==> config.mk <==
export PLATFORM = sky130hd
export DESIGN_NAME = bmp_fifo
export DESIGN_NICKNAME = d
export VERILOG_FILES = /design/src/rtl/bmp_fifo.sv
export SDC_FILE = /design/constraint.sdc
export NUM_CORES = 1
export LEC_CHECK = 0
export BUFFER_PORTS_ARGS = -buffer_cell sky130_fd_sc_hd__buf_2
export CELL_PAD_IN_SITES_DETAIL_PLACEMENT = 2
export CELL_PAD_IN_SITES_GLOBAL_PLACEMENT = 2
export CORE_MARGIN = 2
export CORE_UTILIZATION = 38
export DETAILED_ROUTE_END_ITERATION = 8
export GPL_ROUTABILITY_DRIVEN = 0
export HOLD_SLACK_MARGIN = 0.15
export PLACE_DENSITY = 0.82
export SKIP_CTS_REPAIR_TIMING = 1
export SLEW_MARGIN = 20
export SYNTH_ARGS = -nofsm -noshare
export SYNTH_HDL_FRONTEND = slang
export SYNTH_SLANG_ARGS = --single-unit
==> constraint.sdc <==
create_clock -name clk -period 2.1 [get_ports clk]
set_input_delay 0.42 -clock clk [delete_from_list [all_inputs] [get_ports clk]]
set_output_delay 0.42 -clock clk [all_outputs]
set_load 0.05 [all_outputs]
==> src/rtl/bmp_fifo.sv <==
// bmp_fifo: small show-ahead FIFO with valid/ready on both sides.
// No package dependencies.

module bmp_fifo #(
    parameter int WIDTH = 8,
    parameter int DEPTH = 4
) (
    input  logic             clk,
    input  logic             rst_n,
    input  logic             push_valid,
    output logic             push_ready,
    input  logic [WIDTH-1:0] push_data,
    output logic             pop_valid,
    input  logic             pop_ready,
    output logic [WIDTH-1:0] pop_data
);

    localparam int PTR_W = (DEPTH > 1) ? $clog2(DEPTH) : 1;
    localparam int CNT_W = $clog2(DEPTH + 1);

    logic [WIDTH-1:0] mem_reg [DEPTH];
    logic [PTR_W-1:0] wr_ptr_reg;
    logic [PTR_W-1:0] rd_ptr_reg;
    logic [CNT_W-1:0] count_reg;
    logic [PTR_W-1:0] wr_ptr_next;
    logic [PTR_W-1:0] rd_ptr_next;
    logic [CNT_W-1:0] count_next;
    logic             push;
    logic             pop;

    assign push_ready = (count_reg != CNT_W'(DEPTH));
    assign pop_valid  = (count_reg != '0);
    assign pop_data   = mem_reg[rd_ptr_reg];
    assign push       = push_valid && push_ready;
    assign pop        = pop_valid && pop_ready;

    always_comb
    begin
        wr_ptr_next = wr_ptr_reg;
        rd_ptr_next = rd_ptr_reg;
        if (push)
        begin
            wr_ptr_next = (wr_ptr_reg == PTR_W'(DEPTH - 1)) ? '0 : wr_ptr_reg + 1'b1;
        end
        if (pop)
        begin
            rd_ptr_next = (rd_ptr_reg == PTR_W'(DEPTH - 1)) ? '0 : rd_ptr_reg + 1'b1;
        end
        count_next = count_reg + CNT_W'(push) - CNT_W'(pop);
    end

    always_ff @(posedge clk or negedge rst_n)
    begin
        if (!rst_n)
        begin
            wr_ptr_reg <= '0;
            rd_ptr_reg <= '0;
            count_reg  <= '0;
        end
        else
        begin
            wr_ptr_reg <= wr_ptr_next;
            rd_ptr_reg <= rd_ptr_next;
            count_reg  <= count_next;
        end
    end

    always_ff @(posedge clk)
    begin
        if (push)
        begin
            mem_reg[wr_ptr_reg] <= push_data;
        end
    end

endmodule

After elaboration in Yosys (flattened, before gate mapping)
Memories as Yosys holds them, arrays and structs flattened. Cells that the tools add are included. Widths: inputs -> output; s select.

Register bits: 7. Logic and storage cells: 18. Memories: 1. Bits in writable memories: 32. Input bits: 12. Output and inout bits: 10.

Reductions and logical operators: 3. $add $sub $neg: 4. Equality and inequality tests: 3. Mux-type cells: 4.

Memory list: mem_reg (depth 4, bits a word 8, read ports 1, clocked after Yosys merged registers in 0, write ports 1, line 21) `logic [WIDTH-1:0] mem_reg [DEPTH];`.

Operator list (number): $add 2x1->2 const B (2); $eq 2x2->1 const B (2); $mux 2 (2); $add 3x1->3 (1); $ne 3x3->1 const B (1); $reduce_bool 3->1 (1); $sub 3x1->3 (1); $logic_and 1x1->1 (2); $mux 1 (2).

Logic depth before layout (Yosys ltp)
Word-level depth: 4. Gate-level depth with buffers: 10. Depth with buffers taken out: 10.

Least setup slack after synthesis
Ideal clock, no wire load.

Path type: register -> register. Start point: register count_reg[1]. End point: register count_reg[2]. Data required time: 1.977 ns. Slack: -0.369 ns. Library setup time: 0.123 ns. Stages on the path, launching flop included: 11. Arrival: 2.347 ns. Path buffers: 0. Clock period less this slack: 2.469 ns. Cells stage by stage: dfrtp_1 or3_2 nand2_1 inv_1 ha_1 inv_1 ha_1 inv_1 fa_1 xnor2_1 xnor2_1.

Elaborated cells on any way between the ends: 6. Classes of those cells: add/sub: 2; eq/ne: 1; reduce/logical: 3.

RTL lines: from (decl) (line 24) `logic [CNT_W-1:0] count_reg;`; from (signal assigned) (line 64) `count_reg <= count_next;`; $reduce_bool 3->1 (line 32) `assign pop_valid = (count_reg != '0);`; via pop_valid (line 13) `output logic pop_valid,`; $logic_and 1x1->1 (line 35) `assign pop = pop_valid && pop_ready;`; via pop (line 29) `logic pop;`; $sub 3x1->3 (line 49) `count_next = count_reg + CNT_W'(push) - CNT_W'(pop);`; via count_next[2] (line 27) `logic [CNT_W-1:0] count_next;`.

The timed path passes the listed nets, and every way through them passes these cells. A chain may end at the register's enable or synchronous reset.

Worst setup path in the final report
Start point: register count_reg[1]. End point: register count_reg[2].

Word-level cells in the longest chain between the ends: 4. Elaborated cells on any way between the ends: 6. Classes of those cells: add/sub: 2; eq/ne: 1; reduce/logical: 3.

RTL lines: $ne 3x3->1 (line 31) `assign push_ready = (count_reg != CNT_W'(DEPTH));`; $logic_and 1x1->1 (line 34) `assign push = push_valid && push_ready;`; $add 3x1->3 (line 49); $sub 3x1->3 * (line 49); via count_next[2] (line 27).

The timed path passes the listed nets; every way through them passes the cells marked *.

==> impl_metrics.tcl <==
set metrics [dict create \
    crit_chain "or3b_4, and2_4, inv_4, ha_4, inv_2, ha_4, inv_2, fa_2, xnor2_2, xnor2_1" \
    dieArea_mm2 0.00474 \
    wl_um 3500 \
    cts_tree "done" \
    maxCapViolations 0 \
    die_h_um 68.8 \
    crit_path_end_kind "register" \
    holdCritPathClass "in -> reg" \
    largest_reg_flops 32 \
    yosysMostFrequentCell "edfxtp_1" \
    htree_levels 2 \
    seqPwrFrac 0.378 \
    sw_frac_of_total 0.404 \
    ir_drop_mv 0.642 \
    cpPeakStageDelay_ns 0.43 \
    period_needed_ns 2.24 \
    ys_warn_count 0 \
    rsz0062_at_grt "true" \
    crit_arrival_ns 2.42 \
    synth.area.top_cells "edfxtp_1 60%, mux4_2 11%, dfrtp_1 11%" \
    placed_area_mm2 0.00182 \
    synthTopCellsByCount "32 x edfxtp_1, 8 x mux4_2, 7 x dfrtp_1, 7 x ha_1, 7 x inv_1" \
    period_share 1.07 \
    worstHoldStart "push_data[3]" \
    die_w_um 68.8 \
    drtIter0Drc 41 \
    pwr-share-comb 0.468 \
    synth_ff_type "edfxtp_1" \
    finalSetupViolations 2 \
    syn_inst 80 \
    crit_path_start_kind "register" \
    violations "setup timing" \
    clk_latency_ns 0.29 \
    ys_seq_area_frac 0.711 \
    relSlewSlack 0.716 \
    worst_slew_pin_slew_ns 0.425 \
    ys_types 17 \
    synth_top_area_frac 0.601 \
    grt_pass1_vias 971 \
    rows 23 \
    syn_avg_cell_area_um2 20.0 \
    cts_root_buf "clkbuf_8" \
    p_sw_w 0.00127 \
    io_pins 22 \
    cts_buffers 5 \
    grt_pass1_wl_um 5240 \
    area_growth_pct 22.8 \
    vias 830 \
    intPower_w 0.00188 \
    startpoint "count_reg[1]$_DFF_PN0_" \
    cts_sinks 39 \
    vias_per_cell 4.97 \
    route.detailed.drc 0 \
    drive_gt1_frac 0.564 \
    cts.path.max_buffers 2 \
    grt_max_degree 13 \
    path_max_fanout 3 \
    port_buffers 21 \
    synth-seq-cells 39 \
    status "finished, violations left" \
    wl_per_cell_um 21.0 \
    syn_area_mm2 0.00160 \
    crit_required_ns 2.27 \
    powerDensity_mw_per_mm2 1610 \
    p_leak_nw 0.765 \
    synth-edff-count 32 \
    antenna_found_initial 0 \
    reg2reg_from "count_reg[1]$_DFF_PN0_" \
    critPathSlowestCell "dfrtp_1" \
    finClkSkew_ns 0.00365 \
    antennaDiodeCount 0 \
    hpwl_um 2430 \
    path_class "reg -> reg" \
    core_area_mm2 0.00403 \
    r2r_slack_ns -0.14 \
    power.share.clock 0.154 \
    yosys.area.top_type "edfxtp_1" \
    drv_slew 0 \
    power_w 0.00315 \
    finalInstanceArea_mm2 0.00196 \
    setup_ws_ns -0.144 \
    initial_core_util 0.397 \
    antenna_left 0 \
    layout.nets 136 \
    synthArstFlopShare 0.179 \
    postSynthNetCount 100 \
    hold_violations 0 \
    max_freq_ghz 0.446 \
    grt.total_usage 0.166 \
    first_pass_iters 4 \
    clkTransAtPathRegs_ns 0.08 \
    overflow 0 \
]
power groups by stage:
stage          sequential [W]  combinational [W]  clock, W
5_1_grt               0.00121            0.00159  0.000530
2_1_floorplan         0.00113            0.00104         0
3_3_place_gp          0.00117            0.00130         0
6_report              0.00119            0.00147  0.000485
3_5_place_dp          0.00120            0.00138         0
4_1_cts               0.00119            0.00139  0.000500
worst paths after layout:
path	cells past startpoint	end
min in group asynchronous	2	rd_ptr_reg[0]$_DFFE_PN0P_
max reg2reg	10	count_reg[2]$_DFF_PN0_
max	10	count_reg[2]$_DFF_PN0_
min	1	mem_reg[0][3]$_DFFE_PP_
max in group asynchronous	2	count_reg[2]$_DFF_PN0_
min reg2reg	1	wr_ptr_reg[1]$_DFFE_PN0P_
critical path: cells and delay by family (launching register included):
kind | cells | cell delay, ns
AND/OR/NAND/NOR | 2 | 0.57
buffers and inverters | 3 | 0.16
adder cells (fa/ha/maj) | 3 | 0.70
XOR/XNOR | 2 | 0.27
flip-flops | 1 | 0.43
kinds of logic after synthesis:
family,share of synthesized area
DFF,0.711
muxes,0.146
and+or+nand+nor,0.0431
buffers and inverters,0.0219
adders and majority gates,0.0673
xor gates and xnor gates,0.0110
metrics by stage:
| stage | util | hold slack (ns) | cells | TNS, ns | setup WS (ns) |
|---|---|---|---|---|---|
| 2_1_floorplan | - | 0.124 | 80 | -0.285 | -0.175 |
| 3_3_place_gp | 0.451 | 0.266 | 156 | -0.0185 | -0.0185 |
| 3_5_place_dp | 0.451 | 0.272 | 156 | -0.215 | -0.147 |
| 4_1_cts | 0.471 | -0.0430 | 164 | -0.246 | -0.162 |
| 5_1_grt | 0.487 | 0.353 | 167 | -0.349 | -0.233 |
| 6_report | 0.487 | 0.352 | 167 | -0.211 | -0.144 |
cells in the final DEF, fill, tap and decap left out:
master	n
clkbuf_8	5
edfxtp_1	32
ha_4	2
xnor2_2	1
inv_2	3
and3_2	4
buf_4	9
mux2_4	2
mux2_2	2
xnor2_1	1
dfrtp_1	7
dlygate4sd3_1	1
or3b_4	1
nor2_1	2
inv_4	1
mux4_2	8
nand2_2	1
and2_4	1
buf_2	21
inv_1	3
clkinv_2	3
or3_4	1
fa_2	1
ha_1	5
final cells by class:
type                            instances  area, um2
Multi-Input combinational cell         32        468
Sequential cell                        39       1140
Timing Repair Buffer                   31        183
Fill cell                             386       2070
Tap cell                               50       62.6
Clock buffer                            5       68.8
Inverter                                7       28.8
Clock inverter                          3       15.0
layer usage:
layer,GRT usage,part of all wire,vias to the layer above
li1,-,-,374
met1,0.187,0.38,433
met2,0.293,0.57,18
met3,0.0471,0.035,5
met4,0.0686,0.014,0
met5,0,0,-
Power figures use the tool's default switching activity.
