File: config.mk
export PLATFORM = sky130hd
export DESIGN_NAME = bmp_front
export DESIGN_NICKNAME = d
export VERILOG_FILES = /design/src/rtl/bmp_pkg.sv /design/src/rtl/bmp_front.sv
export SDC_FILE = /design/constraint.sdc
export NUM_CORES = 1
export LEC_CHECK = 0
export BUFFER_PORTS_ARGS = -buffer_cell sky130_fd_sc_hd__buf_2
export CORE_ASPECT_RATIO = 0.5
export CORE_MARGIN = 2
export CORE_UTILIZATION = 50
export CTS_CLUSTER_SIZE = 30
export DETAILED_ROUTE_END_ITERATION = 10
export PLACE_DENSITY = 0.9
export SYNTH_ARGS = -nofsm -noshare
export SYNTH_HDL_FRONTEND = slang
export SYNTH_SLANG_ARGS = --single-unit
File: constraint.sdc
create_clock -name clk -period 2.5 [get_ports clk]
set_input_delay 0.375 -clock clk [delete_from_list [all_inputs] [get_ports clk]]
set_output_delay 0.375 -clock clk [all_outputs]
set_load 0.02 [all_outputs]
File: src/rtl/bmp_pkg.sv
// bmp_pkg: shared constants, query record and fill-sequencer states for the
// binomial-mod-prime block. No dependencies.

package bmp_pkg;

    localparam int IN_W  = 12;
    localparam int RES_W = 30;

    // Modulus and the exponent used for the Fermat inverse of the last factorial
    localparam logic [RES_W-1:0] PRIME   = 30'd1000000007;
    localparam logic [RES_W-1:0] INV_EXP = PRIME - 30'd2;

    // Barrett constant floor(2^60 / PRIME), fits in 31 bits
    localparam int               BARRETT_W    = 31;
    localparam logic [63:0]      BARRETT_WIDE = (64'd1 << 60) / 64'(PRIME);
    localparam logic [BARRETT_W-1:0] BARRETT_M = BARRETT_WIDE[BARRETT_W-1:0];

    // Modular multiplier pipeline depth, queue and output buffer depths
    localparam int MUL_LAT     = 5;
    localparam int QUEUE_DEPTH = 4;
    localparam int OUT_DEPTH   = 16;

    // Classified request as handed from the front end to the back end
    typedef struct packed {
        logic            zero;
        logic [IN_W-1:0] total;
        logic [IN_W-1:0] chosen;
        logic [IN_W-1:0] diff;
    } query_t;

    typedef enum logic [2:0] {
        ST_FACT_WRITE,
        ST_FACT_WAIT,
        ST_POW_ISSUE,
        ST_POW_WAIT,
        ST_INV_WRITE,
        ST_INV_WAIT,
        ST_RUN
    } fill_state_t;

endpackage

File: src/rtl/bmp_front.sv
// bmp_front: request intake stage; checks range, forms n - k, registers the
// classified request for the queue. Depends on bmp_pkg (query_t, IN_W).

module bmp_front #(
    parameter int TABLE_SIZE = 4096
) (
    input  logic                     clk,
    input  logic                     rst_n,
    input  logic                     in_valid,
    output logic                     in_ready,
    input  logic [bmp_pkg::IN_W-1:0] total,
    input  logic [bmp_pkg::IN_W-1:0] chosen,
    input  logic                     tables_ready,
    output logic                     q_valid,
    input  logic                     q_ready,
    output bmp_pkg::query_t          q_data
);

    logic            valid_reg;
    logic            valid_next;
    bmp_pkg::query_t data_reg;
    bmp_pkg::query_t data_next;
    logic            accept;
    logic            out_of_range;
    logic            zero;

    assign in_ready = tables_ready && (!valid_reg || q_ready);
    assign accept   = in_valid && in_ready;

    always_comb
    begin
        out_of_range = (32'(total) >= 32'(TABLE_SIZE));
        zero         = (chosen > total) || out_of_range;
        // steer dead requests to entry zero so every table read is defined
        data_next.zero   = zero;
        data_next.total  = zero ? '0 : total;
        data_next.chosen = zero ? '0 : chosen;
        data_next.diff   = zero ? '0 : total - chosen;

        priority if (accept)
        begin
            valid_next = 1'b1;
        end
        else if (q_ready)
        begin
            valid_next = 1'b0;
        end
        else
        begin
            valid_next = valid_reg;
        end
    end

    always_ff @(posedge clk or negedge rst_n)
    begin
        if (!rst_n)
        begin
            valid_reg <= 1'b0;
        end
        else
        begin
            valid_reg <= valid_next;
        end
    end

    always_ff @(posedge clk)
    begin
        if (accept)
        begin
            data_reg <= data_next;
        end
    end

    assign q_valid = valid_reg;
    assign q_data  = data_reg;

endmodule

-- Yosys cells after proc, flatten, opt, wreduce, memory -nomap -nowiden
Cells that the tools add are included.
- add/sub/neg operators: 1
- multipliers: 0
- divide/modulo/power cells: 0
- magnitude comparators: 1
- equal/unequal tests: 0
- shifts and indexed selects: 0
- mux-type cells: 2
- bitwise operators: 0
- reductions and logical operators: 5
- operator list (kind ; count):
    $gt A12 B12 Y1 ; 1
    $sub A12 B12 Y12 ; 1
    $logic_and A1 B1 Y1 ; 2
    $mux W1 ; 2
    $reduce_bool A2 Y1 ; 1
    $logic_not A1 Y1 ; 1
    $logic_or A1 B1 Y1 ; 1
- register bits after elaboration: 38
- latch bits: 0
- bits in writable memories: 0
- ROM bits: 0
- bits of input ports: 29
- output and inout port bits: 39
- logic and storage cells: 14
- memories: 0

-- Logic depth before layout (Yosys ltp)
- depth after elaboration: 5
- mapped depth: 9
- gate-level depth less buffers: 8

-- Worst setup path after synthesis
OpenSTA, ideal clock, no wires.
- path kind: input to register
- from: input total[0] (netlist name)
- to: register data_reg, in the netlist q_data[11], data pin
- setup time: 0.170 ns
- arrival time: 2.015 ns
- required time: 2.330 ns
- slack: 0.316 ns
- stages: 9
- path buffers: 1
- cells stage by stage: inv_1 -> ha_1 -> fa_1 -> and2b_1 -> o211ai_2 -> a31oi_4 -> a21oi_2 -> buf_6 -> nor4_2
- cells in the longest elaborated chain, start to end: 1
- ends and longest elaborated chain (element ; RTL line ; source):
    from (decl) ; bmp_front.sv:11 ; input logic [bmp_pkg::IN_W-1:0] total,
    $sub A12 B12 Y12 / $gt A12 B12 Y1 (equally long branches) ; bmp_front.sv:38, bmp_front.sv:33 ;
    to (signal assigned) ; bmp_front.sv:70 ; data_reg <= data_next;
    to (decl) ; bmp_front.sv:21 ; bmp_pkg::query_t data_reg;
Parallel ways exist; a longest one is shown, timed or not.
A chain may end at the register's enable or synchronous reset.

-- Worst setup path after layout
- from: input total[0] (netlist name)
- to: register data_reg, in the netlist q_data[26], data pin
- cells in the longest elaborated chain, start to end: 1
- ends and longest elaborated chain (element ; RTL line ; source):
    $gt A12 B12 Y1 ; bmp_front.sv:33 ; zero = (chosen > total) || out_of_range;
No other way between the ends.

==> results_dict.tcl <==
set metrics [dict create \
    vias 1611 \
    final_antenna_net_count 0 \
    diodes 0 \
    finalInstanceArea_um2 2580 \
    clock_sinks 38 \
    finalHoldViolCount 0 \
    clock.fmax_mhz 448 \
    regToRegSetupSlack_ns 0.97 \
    postCtsSetupRepairBufs 0 \
    hpwl_mm 3.23 \
    maxCapViolations 0 \
    startpoint_type "input pin" \
    cts_tree "done" \
    drt_first_pass_iters 4 \
    synth.avg_cell_area_um2 11.7 \
    synth-seq-area-share_pct 57.6 \
    synthXorXnorAreaFrac_pct 1.33 \
    viasPerCell 5.21 \
    clk_pin_slew_ns 0.08 \
    io_buffers 67 \
    outcome "finished, final reports clean" \
    wirelength_mm 4.49 \
    hold_path_end "q_valid" \
    yosys_warnings 0 \
    cp_max_fo 18 \
    die_h_um 48.4 \
    grt_pass1_vias 1630 \
    yosys-top-cells-area "edfxtp_1 56%, ha_1 7.6%, nor2b_1 4.8%, nor2_1 3.8%, inv_1 2.9%" \
    wl_per_cell_um 14.5 \
    syn-instance-count 169 \
    die_w_um 92.8 \
    cts-root-buf "clkbuf_8" \
    setup_violations 0 \
    htreeDepth 2 \
    drive_gt1_share_pct 36.1 \
    clock_path_buffers 2 \
    gr-total-overflow 0 \
    fin_crit_sh_pct 89.2 \
    r2r_start "q_valid" \
    pin_count 68 \
    grt_max_degree 38 \
    setup.worst_path.end_class "flop" \
    finalNetCount 296 \
    grt_first_pass_wirelength_mm 7.25 \
    layout_commonest_cell "buf_2" \
    synth_top_family_by_area "simple AND/OR/NAND/NOR gates" \
    synth_top_area_share_pct 56.3 \
    clk_latency_ns 0.29 \
    worstSetupPathType "input pin to flop" \
    synth_nets 211 \
    total_power_mw 1.67 \
    max-vdd-ir-drop_mv 0.238 \
    worstHoldPathType "input pin to flop" \
    core_um2 3840 \
    synth-main-ff-cell "edfxtp_1" \
    min_period_ns 2.23 \
    arrival_ns 2.28 \
    cts-buffers-inserted 5 \
    worstPathRequired_ns 2.55 \
    postPlaceCellArea_um2 2450 \
    whs_ns 0.340 \
    synth_compound_area_share_pct 11.0 \
    rr_worst_depth 5 \
    min-delay-start "in_valid" \
    leakage_nw 1.17 \
    synth-seq-cells 38 \
    synth_area_um2 1970 \
    async_flop_share_pct 2.63 \
    area_growth_pct 30.8 \
    whs_path_depth 3 \
    drc 0 \
    netlist.top_cell.by_area "edfxtp_1" \
    initial_core_util_pct 51.3 \
    synth_edf_count 37 \
    final_cell_mix "67 x buf_2, 37 x edfxtp_1, 20 x nor2_1, 15 x inv_1, 15 x nor2b_1" \
    final_max_slew_viol_count 0 \
    antenna_found_initial 0 \
    drt_iter0_drc 96 \
    fin_skew_ns 0.00339 \
    max_slew_margin_pct 65.4 \
    yosys.area_share.adder_pct 8.63 \
    rows 16 \
    synth_mux_area_share_pct 0.508 \
    place_congestion 0.811 \
    fill_cells 278 \
    grt_usage_pct 20.7 \
    p_per_area_nw_per_um2 648 \
    r2r-end "q_data[8]" \
    yosys.area_share.simple_pct 16.8 \
    pre_cts_slack_ns -0.231 \
    max_slew.worst_pin.slew_ns 0.518 \
    setup_slack_ns 0.270 \
    dieArea_um2 4490 \
    synth_cell_types 34 \
    rsz0062_at_grt "false" \
]
-- how the worst max path moves through the flow --
stage / from / endpoint / slack [ns] / cells past startpoint
6_report: total[0] / q_data[26] / 0.27 / 10
5_1_grt: total[0] / q_data[3] / 0.13 / 10
4_1_cts: total[0] / q_data[26] / 0.06 / 10
3_5_place_dp: total[0] / q_data[3] / -0.23 / 10
3_3_place_gp: total[0] / q_data[3] / -0.10 / 10
2_1_floorplan: total[0] / q_data[11] / 0.32 / 9
-- cell type report --
class | instances | area, um^2 | area share [%]
inverters | 15 | 56.3 | 2.18
clock buffers | 7 | 86.3 | 3.35
clock inverters | 1 | 30.0 | 1.16
repair buffers | 81 | 443 | 17.2
flip-flops and latches | 38 | 1140 | 44.0
well taps | 54 | 67.6 | 2.62
multi-input cells | 113 | 761 | 29.5
-- worst max-delay path: stages --
cell,delay [ns]
buf_2,0.09
inv_1,0.07
ha_1,0.20
fa_1,0.20
and2b_1,0.21
o211ai_2,0.21
a31oi_4,0.13
a21oi_4,0.46
buf_4,0.27
nor2b_1,0.06
-- cell usage after synthesis, types with 2 or more instances --
cell type and count:
nor3_1 3, edfxtp_1 37, ha_1 12, nand2_1 11
a21oi_1 7, and3_1 3, xnor2_1 3, a21oi_2 2
nand3_1 2, buf_4 2, nand2b_1 4, inv_1 15
nor2_1 20, nor2b_1 15, or3_1 3, a21o_1 4
and2_1 2, o21ai_0 8
-- state kept, by name, summed over array words and instances, names as in the netlist --
name	count
q_data	37
q_valid	1
-- per-layer routing --
layer,vias to the layer above,global-route usage (%),wire length [um]
met2,65,36.4,2320
met1,769,24.0,1750
met3,10,6.70,349
met5,-,0,0
li1,767,-,-
met4,0,7.35,75
-- metrics by stage --
stage	setup TNS (ns)	utilization, %	instances
2_1_floorplan	0	-	169
3_3_place_gp	-1.54	63.6	300
3_5_place_dp	-3.91	63.6	300
4_1_cts	0	66.9	309
5_1_grt	0	67.1	309
6_report	0	67.1	309
-- power breakdown --
part,switching (mW),total (mW),internal [mW],leakage (nW)
Clock,0.218,0.544,0.325,0.0585
Sequential,0.00878,0.761,0.752,0.364
Combinational,0.221,0.368,0.147,0.743
-- logic make-up after synthesis --
logic type / after synthesis
AND/OR/NAND/NOR: 65
flip-flops: 38
AO/OA/AOI/OAI: 31
buffers and inverters: 18
adder cells (fa/ha/maj): 13
XOR/XNOR: 3
multiplexers: 1
-- repair_timing --
item                                    4_1_cts  5_1_grt
hold endpoints to repair                      1        0
hold buffers                                  1        0
endpoints found under the setup margin        0       18
gates resized for setup                       0        1
No activity file was read; power rests on OpenSTA's default activity.
